**src/design/pdb_pkg.sv**
```systemverilog
// Shared types, widths and constants for the point distance / bearing block.
// No dependencies; imported by pdb_distance, pdb_heading and point_distance_bearing.
package pdb_pkg;

	localparam int COORD_W  = 16;
	localparam int DIFF_W   = COORD_W + 1;
	localparam int SQ_W     = 32;               // square of a 17-bit difference fits 32 bits
	localparam int SUM_W    = SQ_W + 1;
	localparam int RAD_W    = 42;               // (sum << 8) padded to an even width
	localparam int ROOT_W   = RAD_W / 2;
	localparam int REM_W    = ROOT_W + 3;
	localparam int SCALE_W  = 8;
	localparam int DIST_W   = 21;
	localparam int HEAD_W   = 16;
	localparam int ANGLE_W  = 32;
	localparam int PROD_W   = ANGLE_W + HEAD_W;
	localparam int VEC_W    = 28;               // covers CORDIC gain on 25-bit vectors
	localparam int ATAN_LEN = 24;

	// squares, sum, root stages, rounding, divider stages
	localparam int DIST_LAT = 2 + ROOT_W + 1 + DIST_W;

	typedef logic signed [COORD_W-1:0] coord_t;
	typedef logic signed [DIFF_W-1:0]  diff_t;
	typedef logic [SCALE_W-1:0]        scale_t;
	typedef logic [DIST_W-1:0]         dist_t;
	typedef logic [HEAD_W-1:0]         head_t;

	localparam scale_t SCALE_RESET = 8'd11;

	localparam logic [ANGLE_W-1:0] QUARTER_TURN = 32'h4000_0000;
	localparam logic [ANGLE_W-1:0] HALF_TURN    = 32'h8000_0000;
	localparam head_t              HEADING_FULL = 16'd46080;

	// atan(2^-i) in binary angle units, 2^32 per turn
	localparam logic [ANGLE_W-1:0] ATAN_TURNS [ATAN_LEN] = '{
		32'd536870912, 32'd316933406, 32'd167458907, 32'd85004756,
		32'd42667331,  32'd21354465,  32'd10679838,  32'd5340245,
		32'd2670163,   32'd1335087,   32'd667544,    32'd333772,
		32'd166886,    32'd83443,     32'd41722,     32'd20861,
		32'd10430,     32'd5215,      32'd2608,      32'd1304,
		32'd652,       32'd326,       32'd163,       32'd81
	};

endpackage

```
**src/design/pdb_heading.sv**
```systemverilog
// Heading pipeline: vectoring CORDIC in binary angle units, then scaling to 1/128 degree.
// Depends on pdb_pkg. Every register advances only while en is high.
module pdb_heading #(
	parameter int STEPS = 16
) (
	input  logic           clk,
	input  logic           en,
	input  pdb_pkg::diff_t dx,
	input  pdb_pkg::diff_t dy,
	output pdb_pkg::head_t heading
);
	import pdb_pkg::*;

	logic signed [VEC_W-1:0] xe, ye;
	logic                    neg;
	logic [ANGLE_W-1:0]      zu, h;
	logic [PROD_W:0]         rnd;
	logic [HEAD_W:0]         hq;
	logic [PROD_W-1:0]       prod_s;
	head_t                   head_s;

	logic signed [VEC_W-1:0] x_s    [STEPS+1];
	logic signed [VEC_W-1:0] y_s    [STEPS+1];
	logic [ANGLE_W-1:0]      z_s    [STEPS+1];
	logic                    zero_s [STEPS+1];

	assign xe  = {{(VEC_W-DIFF_W-8){dx[DIFF_W-1]}}, dx, 8'b0};
	assign ye  = {{(VEC_W-DIFF_W-8){dy[DIFF_W-1]}}, dy, 8'b0};
	assign neg = dx[DIFF_W-1];

	// fold the left half plane over by a half turn
	always_ff @(posedge clk) begin
		if (en) begin
			x_s[0]    <= neg ? -xe : xe;
			y_s[0]    <= neg ? -ye : ye;
			z_s[0]    <= neg ? HALF_TURN : '0;
			zero_s[0] <= (dx == '0) && (dy == '0);
		end
	end

	for (genvar i = 0; i < STEPS; i++) begin : g_step
		logic signed [VEC_W-1:0] xs, ys;
		assign xs = x_s[i] >>> i;
		assign ys = y_s[i] >>> i;
		always_ff @(posedge clk) begin
			if (en) begin
				zero_s[i+1] <= zero_s[i];
				if (!y_s[i][VEC_W-1]) begin
					x_s[i+1] <= x_s[i] + ys;
					y_s[i+1] <= y_s[i] - xs;
					z_s[i+1] <= z_s[i] + ATAN_TURNS[i];
				end else begin
					x_s[i+1] <= x_s[i] - ys;
					y_s[i+1] <= y_s[i] + xs;
					z_s[i+1] <= z_s[i] - ATAN_TURNS[i];
				end
			end
		end
	end

	// coincident points give angle zero
	assign zu = zero_s[STEPS] ? '0 : z_s[STEPS];
	assign h  = zu - QUARTER_TURN;

	assign rnd = {1'b0, prod_s} + (PROD_W+1)'(HALF_TURN);
	assign hq  = rnd[PROD_W -: HEAD_W+1];

	always_ff @(posedge clk) begin
		if (en) begin
			prod_s <= {{HEAD_W{1'b0}}, h} * {{ANGLE_W{1'b0}}, HEADING_FULL};
			head_s <= (hq >= {1'b0, HEADING_FULL}) ? '0 : hq[HEAD_W-1:0];
		end
	end

	assign heading = head_s;

endmodule

```
**config.mk**
```make
export PLATFORM = sky130hd
export DESIGN_NAME = pdb_heading
export DESIGN_NICKNAME = d
export VERILOG_FILES = /design/src/design/pdb_pkg.sv /design/src/design/pdb_heading.sv
export SDC_FILE = /design/constraint.sdc
export NUM_CORES = 2
export LEC_CHECK = 0
export BUFFER_PORTS_ARGS = -buffer_cell sky130_fd_sc_hd__buf_4
export CAP_MARGIN = 20
export CORE_UTILIZATION = 34
export CTS_CLUSTER_SIZE = 8
export DETAILED_ROUTE_END_ITERATION = 10
export PLACE_DENSITY = 0.44
export RECOVER_POWER = 50
export SLEW_MARGIN = 5
export SYNTH_ARGS = -nofsm -noshare
export SYNTH_HDL_FRONTEND = slang
export SYNTH_SLANG_ARGS = --single-unit
```
**constraint.sdc**
```tcl
create_clock -name clk -period 5.6 [get_ports clk]
set_clock_uncertainty 0.2 [all_clocks]
set_input_delay 0.28 -clock clk [delete_from_list [all_inputs] [get_ports clk]]
set_output_delay 0.28 -clock clk [all_outputs]
set_load 0.03 [all_outputs]
```
## Word level (Yosys, flattened, before mapping)

Memory sizes are Yosys's and may differ from the RTL's.
Index checks and enable logic that the tools add are counted.

- Flip-flop bits (word level): 54
- Bits in writable memories: 1513
- Bits of input ports: 36
- Output and inout bits: 16
- Logic and storage cells: 308
- Memories: 4

- Add/subtract/negate cells: 99
- Multiply operators: 1
- $lt $le $gt $ge: 1
- Multiplexer cells: 150
- Bitwise gates (word level): 48
- Reduce and logical (&&, ||, !) cells: 3

Memory list:

| memory | depth | width | read ports | clocked after Yosys merged registers in | write ports | RTL line | source |
|---|---|---|---|---|---|---|---|
| z_s | 17 | 32 | 17 | 0 | 17 | pdb_heading.sv:24 | `logic [ANGLE_W-1:0] z_s [STEPS+1];` |
| x_s | 17 | 28 | 16 | 0 | 17 | pdb_heading.sv:22 | `logic signed [VEC_W-1:0] x_s [STEPS+1];` |
| y_s | 17 | 28 | 16 | 0 | 17 | pdb_heading.sv:23 | `logic signed [VEC_W-1:0] y_s [STEPS+1];` |
| zero_s | 17 | 1 | 17 | 0 | 17 | pdb_heading.sv:25 | `logic zero_s [STEPS+1];` |

Operator list:

| cell | number |
|---|---|
| 28-bit 2-to-1 mux | 34 |
| 32-bit 2-to-1 mux | 18 |
| 1-bit 2-to-1 mux | 98 |
| 28-bit by 13-bit adder with 28-bit output | 2 |
| 28-bit by 14-bit adder with 28-bit output | 2 |
| 28-bit by 15-bit adder with 28-bit output | 2 |
| 28-bit by 16-bit adder with 28-bit output | 2 |
| 28-bit by 17-bit adder with 28-bit output | 2 |
| 28-bit by 18-bit adder with 28-bit output | 2 |
| 28-bit by 19-bit adder with 28-bit output | 2 |
| 28-bit by 20-bit adder with 28-bit output | 2 |
| 28-bit by 21-bit adder with 28-bit output | 2 |
| 28-bit by 22-bit adder with 28-bit output | 2 |
| 28-bit by 23-bit adder with 28-bit output | 2 |
| 28-bit by 24-bit adder with 28-bit output | 2 |
| 28-bit by 25-bit adder with 28-bit output | 2 |
| 28-bit by 26-bit adder with 28-bit output | 2 |
| 28-bit by 27-bit adder with 28-bit output | 2 |
| 25-bit negation with 28-bit output | 2 |
| 28-bit by 13-bit subtractor with 28-bit output | 2 |
| 28-bit by 14-bit subtractor with 28-bit output | 2 |
| 28-bit by 15-bit subtractor with 28-bit output | 2 |
| 28-bit by 16-bit subtractor with 28-bit output | 2 |
| 28-bit by 17-bit subtractor with 28-bit output | 2 |
| other kinds (51) | 110 |

## Depth between registers and ports, before layout

An unclocked memory read counts as a cell.

- Depth in word-level cells: 5
- Mapped depth: 21
- Depth with buffers taken out: 20

## Worst setup path before layout

No wires, ideal clock.

- Path type: input to register
- Start point: input port en
- End point: memory x_s[11][24] (data pin)
- Setup time: 0.263 ns
- Arrival time: 4.595 ns
- Required time: 5.137 ns
- Slack: 0.542 ns
- Stages on the path: 18
- Path buffers: 4
- Cells stage by stage: buf_2 -> clkbuf_1 -> clkbuf_1 -> nand2_1 -> inv_1 -> buf_1 -> mux2i_1 -> fa_1 -> a211oi_1 -> o21ai_1 -> a311oi_1 -> o21ai_1 -> a31oi_1 -> a21oi_1 -> a311o_1 -> a21o_1 -> a21oi_1 -> xnor2_1

RTL lines:

| element | RTL line | source |
|---|---|---|
| start, declared | pdb_heading.sv:7 | `input logic en,` |
| end, declared | pdb_heading.sv:22 |  |

==> qor.yml <==
max_slew_margin_pct: -135
totalWireLength_mm: 288
ios: 52
worst_setup_path_end_kind: "flop"
die_h_um: 560
antenna_found_initial: 4
area_growth_pct: 11.0
wl_per_cell_um: 18.7
clock.fmax_mhz: 193
syn_area_per_cell_um2: 9.67
gp_congestion: 0.885
fin_crit_sh_pct: 92.7
netlist_area_um2: 106000
ys.warnings.count: 0
cts.sink_count: 1253
drt_pass1_iterations: 10
yosysMostFrequentCell: "edfxtp_1"
cp_max_fo: 24
cts_root_buffer: "clkbuf_16"
pre_cts_ws_ns: 0.446
layout_min_cycle_time_ns: 5.19
synth.area.top_cells: "edfxtp_1 (36%), ha_1 (15%), xnor2_1 (8.7%)"
drive_above_1_share_pct: 4.52
io_buffers: 51
yosysTopAreaCellShare_pct: 35.6
synth-edff-count: 1253
cts_setup_buffers: 0
whs_ns: 0.199
ys_dominant_reg_cell: "edfxtp_1"
place_area_um2: 112000
vias_per_cell: 5.28
drt-initial-drc-count: 4923
hold_viol: 0
ff2ff_setup_slack_ns: 0.43
clk_pin_slew_ns: 0.05
multi_input_area_um2: 65500
ctsHtreeMaxLevel: 4
fin_tns_setup_ns: 0
clk_latency_ns: 0.86
n_fill_cell: 30700
hold_class: "in -> reg"
critPathLaunchType: "input port"
dieArea_um2: 313000
synth_top_cells_by_count: "edfxtp_1 (1253), ha_1 (1239), xnor2_1 (1046), a21oi_1 (963), nor2_1 (849)"
grt_pass1_wl_mm: 451
final_nets: 12600
synthArstFlopShare_pct: 0
cap_viol_max_count: 20
ys_ff_latch: 1253
regArea_um2: 37600
violations: "design-rule violations, max-capacitance violations, max-slew violations"
rsz0062_at_grt: "false"
stdcell_area_um2: 117000
die_x_um: 560
syn_inst: 10900
slew_viol_final: 1005
crit_arrival_ns: 5.58
tightest_slew_ns: 3.52
yosys.area.top_type: "edfxtp_1"
clockBufferDepth: 4
grt_usage_pct: 17.8
num_vias: 81200
synth_cell_types: 106
yosysSeqAreaShare_pct: 35.6
criticalPathCategory: "in -> reg"
numCtsBuffers: 187
grt_pass1_vias: 79700
cts_tree: "done"
cp.required_ns: 5.99
outcome: "finished, violations left"
route.detailed.drc: 4
grt_overflow: 0
hpwl_mm: 229
final_antenna_net_count: 0
rows: 204
setup_violations: 0
grt_max_degree: 194
setup_slack_ns: 0.406
start_util_pct: 34.2
core-area_um2: 309000
sequential cells by signal, indices dropped and copies added (netlist names):
register / flops
heading: 16
x_s: 375
z_s: 440
zero_s: 17
y_s: 388
prod_s: 17
per-stage QoR:
stage | cells | utilization (%)
finish | 15400 | 38.0
global route | 15400 | 38.0
CTS | 15400 | 38.0
detailed placement | 15100 | 36.1
global placement | 15100 | 36.1
floorplan | 10900 | -
worst paths after layout:
path,start,end,cells past startpoint
hold reg to reg,zero_s[13],zero_s[14],0
setup reg to reg,y_s[3][27],x_s[4][26],16
setup / recovery,en,z_s[14][31],16
hold / removal,dy[1],y_s[0][9],4
layout make-up:
| cell class | instances | area share [%] |
|---|---|---|
| Antenna cell | 1 | 0.00213 |
| Clock inverter | 28 | 0.252 |
| Sequential cell | 1253 | 32.1 |
| Clock buffer | 215 | 4.15 |
| Multi-Input combinational cell | 8988 | 55.8 |
| Tap cell | 4120 | 4.39 |
| Timing Repair Buffer | 260 | 1.69 |
| Inverter | 527 | 1.69 |
critical path: stages:
cell and delay, ns:
dlygate4sd3_1 0.61, buf_16 0.31, nand2_1 0.19, buf_4 0.27, clkinv_1 0.11, clkbuf_1 0.98, ha_1 0.45, nor2b_1 0.15
o31ai_1 0.37, a21oi_1 0.17, o311a_1 0.38, o21ai_0 0.32, a221o_1 0.24, a21oi_1 0.10, a41o_1 0.29, o211a_1 0.24
layout by cell type, fill, tap and decap left out, drive strengths merged, types with 50 or more instances in the layout:
cell type / n
a211oi: 94
a21o: 418
a21oi: 968
a31oi: 118
and2: 62
and3: 122
buf: 127
clkbuf: 278
dlygate4sd3: 70
edfxtp: 1253
fa: 66
ha: 1239
inv: 527
nand2: 686
nand2b: 191
nand3: 201
nand4: 60
nor2: 849
nor2b: 148
nor3: 295
nor4: 77
o211ai: 50
o21a: 142
o21ai: 628
o21bai: 138
o31ai: 120
o41ai: 62
or3: 93
xnor2: 1046
xor2: 488
layer usage:
metal | global-route usage [%] | share of wire, % | vias up
met5 | 0 | 0 | -
met4 | 4.46 | 2.4 | 0
met3 | 1.87 | 3.4 | 319
met2 | 29.6 | 46 | 1269
met1 | 24.7 | 49 | 38600
li1 | - | - | 41000
logic make-up (layout without fill, tap and decap cells):
kind of cell | count (synthesis) | after routing | share of synthesized area (%)
buffers and inverters | 693 | 1030 | 2.47
adder cells (fa/ha/maj) | 1309 | 1309 | 16.0
AND/OR/NAND/NOR | 2967 | 2967 | 13.6
flip-flops | 1253 | 1253 | 35.6
other | 1 | 4 | 0.00355
multiplexers | 68 | 68 | 0.671
XOR/XNOR | 1534 | 1534 | 12.7
AO/OA/AOI/OAI | 3107 | 3107 | 18.9
repair_timing:
| item | in CTS | in global routing |
|---|---|---|
| endpoints found under the hold margin | 258 | 0 |
| hold buffers | 70 | 0 |
| gates resized for setup | 0 | 0 |
Power is left out: the tool's default activity adds up to more than one toggle a clock period on the data nets, which glitch-free logic cannot reach.
