**config.mk**
```make
export PLATFORM = sky130hd
export DESIGN_NAME = pdb_distance
export DESIGN_NICKNAME = d
export VERILOG_FILES = /design/src/design/pdb_pkg.sv /design/src/design/pdb_distance.sv
export SDC_FILE = /design/constraint.sdc
export NUM_CORES = 2
export LEC_CHECK = 0
export BUFFER_PORTS_ARGS = -buffer_cell sky130_fd_sc_hd__buf_2
export CAP_MARGIN = 15
export CORE_MARGIN = 2
export CORE_UTILIZATION = 35
export DETAILED_ROUTE_END_ITERATION = 8
export PLACE_DENSITY_LB_ADDON = 0.08
export SLEW_MARGIN = 20
export SYNTH_ARGS = -nofsm -noshare
export SYNTH_HDL_FRONTEND = slang
export SYNTH_SLANG_ARGS = --single-unit
```
**constraint.sdc**
```tcl
create_clock -name clk -period 10.64 [get_ports clk]
set_input_delay 1.064 -clock clk [delete_from_list [all_inputs] [get_ports clk]]
set_output_delay 1.064 -clock clk [all_outputs]
set_load 0.1 [all_outputs]
```
**src/design/pdb_pkg.sv**
```systemverilog
// Shared types, widths and constants for the point distance / bearing block.
// No dependencies; imported by pdb_distance, pdb_heading and point_distance_bearing.
package pdb_pkg;

	localparam int COORD_W  = 16;
	localparam int DIFF_W   = COORD_W + 1;
	localparam int SQ_W     = 32;               // square of a 17-bit difference fits 32 bits
	localparam int SUM_W    = SQ_W + 1;
	localparam int RAD_W    = 42;               // (sum << 8) padded to an even width
	localparam int ROOT_W   = RAD_W / 2;
	localparam int REM_W    = ROOT_W + 3;
	localparam int SCALE_W  = 8;
	localparam int DIST_W   = 21;
	localparam int HEAD_W   = 16;
	localparam int ANGLE_W  = 32;
	localparam int PROD_W   = ANGLE_W + HEAD_W;
	localparam int VEC_W    = 28;               // covers CORDIC gain on 25-bit vectors
	localparam int ATAN_LEN = 24;

	// squares, sum, root stages, rounding, divider stages
	localparam int DIST_LAT = 2 + ROOT_W + 1 + DIST_W;

	typedef logic signed [COORD_W-1:0] coord_t;
	typedef logic signed [DIFF_W-1:0]  diff_t;
	typedef logic [SCALE_W-1:0]        scale_t;
	typedef logic [DIST_W-1:0]         dist_t;
	typedef logic [HEAD_W-1:0]         head_t;

	localparam scale_t SCALE_RESET = 8'd11;

	localparam logic [ANGLE_W-1:0] QUARTER_TURN = 32'h4000_0000;
	localparam logic [ANGLE_W-1:0] HALF_TURN    = 32'h8000_0000;
	localparam head_t              HEADING_FULL = 16'd46080;

	// atan(2^-i) in binary angle units, 2^32 per turn
	localparam logic [ANGLE_W-1:0] ATAN_TURNS [ATAN_LEN] = '{
		32'd536870912, 32'd316933406, 32'd167458907, 32'd85004756,
		32'd42667331,  32'd21354465,  32'd10679838,  32'd5340245,
		32'd2670163,   32'd1335087,   32'd667544,    32'd333772,
		32'd166886,    32'd83443,     32'd41722,     32'd20861,
		32'd10430,     32'd5215,      32'd2608,      32'd1304,
		32'd652,       32'd326,       32'd163,       32'd81
	};

endpackage

```
**src/design/pdb_distance.sv**
```systemverilog
// Distance pipeline: squares, bit-per-stage square root, rounding, bit-per-stage divide.
// Depends on pdb_pkg. Every register advances only while en is high.
module pdb_distance (
	input  logic            clk,
	input  logic            en,
	input  pdb_pkg::scale_t scale,
	input  pdb_pkg::diff_t  dx,
	input  pdb_pkg::diff_t  dy,
	output pdb_pkg::dist_t  distance
);
	import pdb_pkg::*;

	logic signed [2*DIFF_W-1:0] sqx_full, sqy_full;
	logic [SQ_W-1:0]            sqx_s1, sqy_s1;
	logic [SUM_W-1:0]           sum;
	scale_t                     p_eff;

	logic [RAD_W-1:0]   rad_s  [ROOT_W+1];
	logic [REM_W-1:0]   rem_s  [ROOT_W+1];
	logic [ROOT_W-1:0]  root_s [ROOT_W+1];
	logic [DIST_W-1:0]  wd_s   [DIST_W+1];
	logic [SCALE_W-1:0] drem_s [DIST_W+1];

	assign sqx_full = dx * dx;
	assign sqy_full = dy * dy;
	assign sum      = SUM_W'(sqx_s1) + SUM_W'(sqy_s1);
	assign p_eff    = (scale == '0) ? SCALE_W'(1) : scale;

	always_ff @(posedge clk) begin
		if (en) begin
			sqx_s1    <= sqx_full[SQ_W-1:0];
			sqy_s1    <= sqy_full[SQ_W-1:0];
			rad_s[0]  <= RAD_W'({sum, 8'b0});
			rem_s[0]  <= '0;
			root_s[0] <= '0;
		end
	end

	// restoring square root, two radicand bits per stage
	for (genvar k = 0; k < ROOT_W; k++) begin : g_root
		logic [REM_W-1:0] trial, sub;
		logic             ge;
		always_comb begin
			trial = {rem_s[k][REM_W-3:0], rad_s[k][RAD_W-1 -: 2]};
			sub   = {1'b0, root_s[k], 2'b01};
			ge    = (trial >= sub);
		end
		always_ff @(posedge clk) begin
			if (en) begin
				rad_s[k+1]  <= {rad_s[k][RAD_W-3:0], 2'b00};
				rem_s[k+1]  <= ge ? (trial - sub) : trial;
				root_s[k+1] <= {root_s[k][ROOT_W-2:0], ge};
			end
		end
	end

	// round half up before dividing
	always_ff @(posedge clk) begin
		if (en) begin
			wd_s[0]   <= root_s[ROOT_W] + DIST_W'(p_eff >> 1);
			drem_s[0] <= '0;
		end
	end

	// restoring divide by the scale; quotient bits shift in at the bottom
	for (genvar k = 0; k < DIST_W; k++) begin : g_div
		logic [SCALE_W:0] trial, dsub;
		logic             ge;
		always_comb begin
			trial = {drem_s[k], wd_s[k][DIST_W-1]};
			dsub  = {1'b0, p_eff};
			ge    = (trial >= dsub);
		end
		always_ff @(posedge clk) begin
			if (en) begin
				drem_s[k+1] <= ge ? SCALE_W'(trial - dsub) : trial[SCALE_W-1:0];
				wd_s[k+1]   <= {wd_s[k][DIST_W-2:0], ge};
			end
		end
	end

	assign distance = wd_s[DIST_W];

endmodule

```
# --- Yosys cells after proc, flatten, opt, wreduce, memory -nomap -nowiden ---
# Memories as Yosys holds them, arrays and structs flattened.
# Cells that the tools add are included.
totals:
  register_bits: 64
  latchBits: 0
  ram_bits: 2508
  mem_bits_ro: 0
  out_inout_bits: 21
  word_cells: 141
  mem_count: 5
memory_table:
  columns: ["memory", "depth", "width", "rd", "rd_clocked_by_memory_dff", "wr", "line", "rtl"]
  rows:
  - ["rad_s", 22, 40, 21, 0, 22, "pdb_distance.sv:18", "logic [RAD_W-1:0] rad_s [ROOT_W+1];"]
  - ["rem_s", 22, 24, 21, 0, 22, "pdb_distance.sv:19", "logic [REM_W-1:0] rem_s [ROOT_W+1];"]
  - ["root_s", 22, 21, 22, 0, 22, "pdb_distance.sv:20", "logic [ROOT_W-1:0] root_s [ROOT_W+1];"]
  - ["wd_s", 22, 21, 22, 0, 22, "pdb_distance.sv:21", "logic [DIST_W-1:0] wd_s [DIST_W+1];"]
  - ["drem_s", 22, 8, 21, 0, 22, "pdb_distance.sv:22", "logic [SCALE_W-1:0] drem_s [DIST_W+1];"]
classes:
  add_sub_neg: 44
  n_mul: 2
  div: 0
  n_lt_le_gt_ge: 42
  eq_ne: 0
  n_shift: 0
  n_mux: 45
  bitwise_logic: 0
  n_reduce_logical: 1
op_table:
  columns: ["operator", "n"]
  rows:
  - ["$ge A24 B23 Y1", 21]
  - ["$mux W24", 21]
  - ["$sub A24 B23 Y24", 21]
  - ["$ge A9 B8 Y1", 21]
  - ["$mux W8", 22]
  - ["$sub A8 B8 Y8", 21]
  - ["$mul A17 B17 Y32", 2]
  - ["$add A32 B32 Y33", 1]
  - ["$add A21 B7 Y21", 1]
  - ["$logic_not A8 Y1", 1]
  - ["$mux W1", 2]

# --- Longest topological paths before layout ---
logic_depth:
  word_depth: 4
  mapped_depth: 26

# --- Least setup slack after synthesis ---
# Ideal clock, no wire load.
synth_timing:
  path_kind: "input port to flip-flop"
  from: "in dy[5]"
  to: "reg sqy_s1[31], data pin"
  setup_ps: 259
  t_arrival_ps: 6747
  path_slack_ps: 3634
  stages: 24
  n_path_buf: 2
  path_cell_list: "clkbuf_1 clkbuf_1 nand2_1 fa_1 inv_1 fa_1 inv_1 fa_1 inv_1 fa_1 fa_1 inv_1 fa_1 inv_1 ha_1 a21oi_1 o21ai_0 a21oi_1 o21ai_0 o31ai_1 o31ai_1 a211oi_1 a21oi_1 xnor2_1"
synth_via:
  elab_chain_cells: 1
synth_lines:
  columns: ["element", "line", "rtl"]
  rows:
  - ["start: declaration", "pdb_distance.sv:8", "input pdb_pkg::diff_t dy,"]
  - ["$mul A17 B17 Y32", "pdb_distance.sv:25", "assign sqy_full = dy * dy;"]
  - ["net sqy_full[31]", "pdb_distance.sv:13", "logic signed [2*DIFF_W-1:0] sqx_full, sqy_full;"]
  - ["end signal: assignment", "pdb_distance.sv:32", "sqy_s1 <= sqy_full[SQ_W-1:0];"]
  - ["end: declaration", "pdb_distance.sv:14", "logic [SQ_W-1:0] sqx_s1, sqy_s1;"]
# The timed path passes the listed nets, and every way through them passes these cells.
# A chain may end at the register's enable or synchronous reset.

# --- Worst setup path after layout ---
layout_timing:
  from: "in dy[4]"
  to: "reg sqy_s1[31], data pin"
# The elaborated chain is that of the path after synthesis.

==> run metrics <==
Synth Area in Simple Gates a little under 9%; outcome finished clean; worst path arrival time ~7.7 ns; Yosys Warn Count 0; Final Max Slew Viols 0; RSZ-0062 raised after global routing false; Syn Area/Cell 12.6 um^2; maximum vdd drop approximately 0.74 mV; Worst Hold Path Cells 0; TNS Setup 0 ns; total track usage between 10 and 15%; most common flop cell mapped by yosys edfxtp_1; final worst slack 3.39 ns; WL/cell about 17 um; hold path start rad_s[1][276]$_DFFE_PP_; adder-cell share of the synthesized area 19.8%; GPL Wtd Cong 0.825; Final Critical Period slightly above 7 ns; HPWL Detailed approximately 130000 um; Seq/Total Area, Yosys a little over half; DRC viols 0; Via Count 52.5k; antenna violations before repair 3; Worst EP required 11.12 ns; Peak Freq ~0.14 GHz; Worst Skew 0.0495 ns; Post-CTS Resized 0; clk_lat worst skew ~0.84 ns; post-synthesis cell area between 0.09 and 0.1 mm^2; post-synth top area share between 50 and 60%; Final nets slightly below 9k; startpoint type of the worst setup path input port; Port-buffer cells 64; Pre-antenna DRT Iters 8; Hold Vio Cnt, Final 0; maximum clock insertion buffer count 3; # hold bufs at CTS 0; worst reg2reg path depth 10; Clock transition at path regs roughly 0.060 ns; H-tree depth 4; xor/xnor share of the synthesized area 4.69%; dominant cell type by area after synthesis edfxtp_1; Post-DRT Antenna Nets 0; Filler Cells Inserted approximately 25k; worst-path fanout max 19; grt ovf 0; Root Buffer clkbuf_16; Worst path max stage delay 0.60 ns; drt total wl ~190000 um; I/O pin count 65; TritonCTS Sinks around 1.6k; Worst setup EP type flop; critical path cell sequence buf_2 > nand2_1 > fa_1 > inv_1 > fa_1 > inv_1 > fa_1 > inv_1 > ha_1 > fa_1 > inv_1 > fa_1 > inv_1 > ha_1 > nand2_1 > o21ai_0 > o21ai_0 > o21ai_0 > o31ai_1 > o31ai_1 > a211oi_1 > a21oi_1 > xnor2_1; first-pass GRT wire length about 300000 um; Slew headroom roughly 28%; syn_nets approximately 8.6k; hold endpoint rad_s[1][318]$_DFFE_PP_; worst path bufs/invs 6; core area roughly 0.26 mm^2; post-synthesis mux area share under 10%; ys async rst share 0%; post-synthesis compound-gate area fraction just under 7%; Leakage Power 42.1 nW; reg2reg setup slack around 6.6 ns; pin count of the biggest net entering global routing 177; TritonCTS Buffers about 190; Top Family by Delay on Critical Path adder cells; vias per cell about 4.7; vias in the first global route about 56k; number of enable flip-flop cells after synthesis roughly 1.6k; Power Dens Cells a little under 300 mW/mm^2; Die Height between 500 and 600 um; critical path's slowest cell o21ai_0; num rows roughly 190; Tightest Pin Transition 1.08 ns; largest family of logic cells by synthesized area adder cells; Final setup violation count 0; die width about 520 um; post-synth cell types 85; kind of critical path input port to flop; area grow syn2layout 11.8%; DR iter-0 viols about 2.4k; setup slack at placement roughly 2.6 ns; TritonCTS clock tree built; FF-to-FF Start sqx_s1[3]$_DFFE_PP_; Syn Inst Count ~7.4k; HP Class flop to flop; postcts setup bufs 0; Tcrit/Tclk final between 60% and 70%; layout cells sized above 1 7.43%; hold_ws 0.380 ns; max_cap viols 0; FF-to-FF End rad_s[0][36]$_DFFE_PP_; Initial Utilization 35.1%; Area contributors post-synth edfxtp_1 53%, fa_1 12%, ha_1 8.3%; post-synthesis register bit count around 1.6k; die area ~0.27 mm^2; Tot Pwr 30.9 mW
[logic make-up (layout without fill, tap and decap cells)]
family / Yosys count / count (layout)
simple gates: 1657 / 1657
flops: 1625 / 1625
buf+inv: 1237 / 1566
fa+ha+maj: 1148 / 1148
compound gates: 1020 / 1020
xor+xnor: 497 / 497
mux: 187 / 187
other cells: 1 / 3
[layout make-up]
type	count	area (um^2)	area share, %
clock buffer	225	4890	4.71
tap	3533	4420	4.26
multi-input combinational	4510	39300	37.9
inverter	1117	4190	4.04
antenna	2	5.00	0.00483
sequential	1625	48800	47.1
timing repair buffer	97	662	0.638
clock inverter	127	1420	1.37
[synthesized netlist by cell type, types with 11 or more instances]
cell type and count:
buf_4 22, and2_1 132, nand3_1 77, ha_1 614, or3_1 32, a21oi_1 273, nand4_1 67, a21boi_0 71
edfxtp_1 1625, nor3_1 104, clkbuf_1 94, inv_1 1116, mux2i_1 42, o21a_1 59, nand2_1 407, fa_1 534
a31o_2 11, nor2b_1 101, o21ai_0 300, xnor2_1 314, and3_1 29, or4_1 14, or2_2 26, xor2_1 183
a21o_1 99, nand3b_1 15, o31ai_1 24, mux2_2 145, a211oi_1 25, nor2_1 464, a31oi_1 26, o21bai_1 28
a311oi_1 20, nor4_1 51, nand4b_1 11, nand2b_1 88
[sequential cells by signal (all words and copies together) (netlist names)]
| name | cells |
|---|---|
| root_s | 231 |
| sqx_s1 | 31 |
| drem_s | 160 |
| rad_s | 305 |
| wd_s | 462 |
| rem_s | 405 |
| sqy_s1 | 31 |
[where the power goes]
group / switching, mW / total (mW) / leakage (nW) / internal (mW)
Combinational: 8.33 / 14.7 / 23.4 / 6.38
Clock: 2.69 / 6.51 / 3.03 / 3.81
Sequential: 0.528 / 9.66 / 15.6 / 9.13
Total: 11.6 / 30.9 / 42.1 / 19.3
[layout by cell type, fill, tap and decap left out, types with 99 or more instances in the layout]
master / instances
nor2_1: 463
a21o_1: 99
nor2b_1: 101
nor3_1: 104
inv_1: 1114
edfxtp_1: 1625
and2_1: 132
nand2_1: 407
ha_1: 614
o21ai_0: 299
a21oi_1: 273
xnor2_1: 314
mux2_2: 145
xor2_1: 183
fa_1: 534
clkbuf_16: 190
[worst reg2reg max path, delay by kind of cell (launching register included)]
kind            cells  cell delay [ns]
flops               1             0.39
compound gates      6             1.98
simple gates        2             0.38
xor+xnor            1             0.64
fa+ha+maj           1             0.35
[worst max-delay path by stage]
| stage | depth (start not counted) | slack [ns] | from | end |
|---|---|---|---|---|
| final | 23 | 3.39 | dy[4] | sqy_s1[31]$_DFFE_PP_ |
| after global routing | 23 | 3.06 | dy[4] | sqy_s1[31]$_DFFE_PP_ |
| after CTS | 23 | 3.43 | dy[4] | sqy_s1[31]$_DFFE_PP_ |
| after detailed placement | 23 | 2.62 | dy[4] | sqy_s1[31]$_DFFE_PP_ |
| after global placement | 23 | 2.64 | dy[4] | sqy_s1[31]$_DFFE_PP_ |
| after floorplan | 24 | 3.63 | dy[5] | sqy_s1[31]$_DFFE_PP_ |
[through the flow]
| step | std cells | util (%) | instance area (um^2) |
|---|---|---|---|
| after floorplan | 7372 | - | 92800 |
| after global placement | 10900 | 36.8 | 97400 |
| after detailed placement | 10900 | 36.8 | 97400 |
| after CTS | 11200 | 39.2 | 104000 |
| after global routing | 11200 | 39.2 | 104000 |
| final | 11200 | 39.2 | 104000 |
[metal layers]
layer / vias to the layer above / part of all wire, % / global-route usage [%]
met3: 327 / 2.6 / 2.09
li1: 25900 / - / -
met2: 539 / 51 / 25.3
met4: 4 / 4.0 / 5.54
met1: 25700 / 42 / 16.6
met5: - / 0.014 / 0
(Power assumes the default switching activity.)
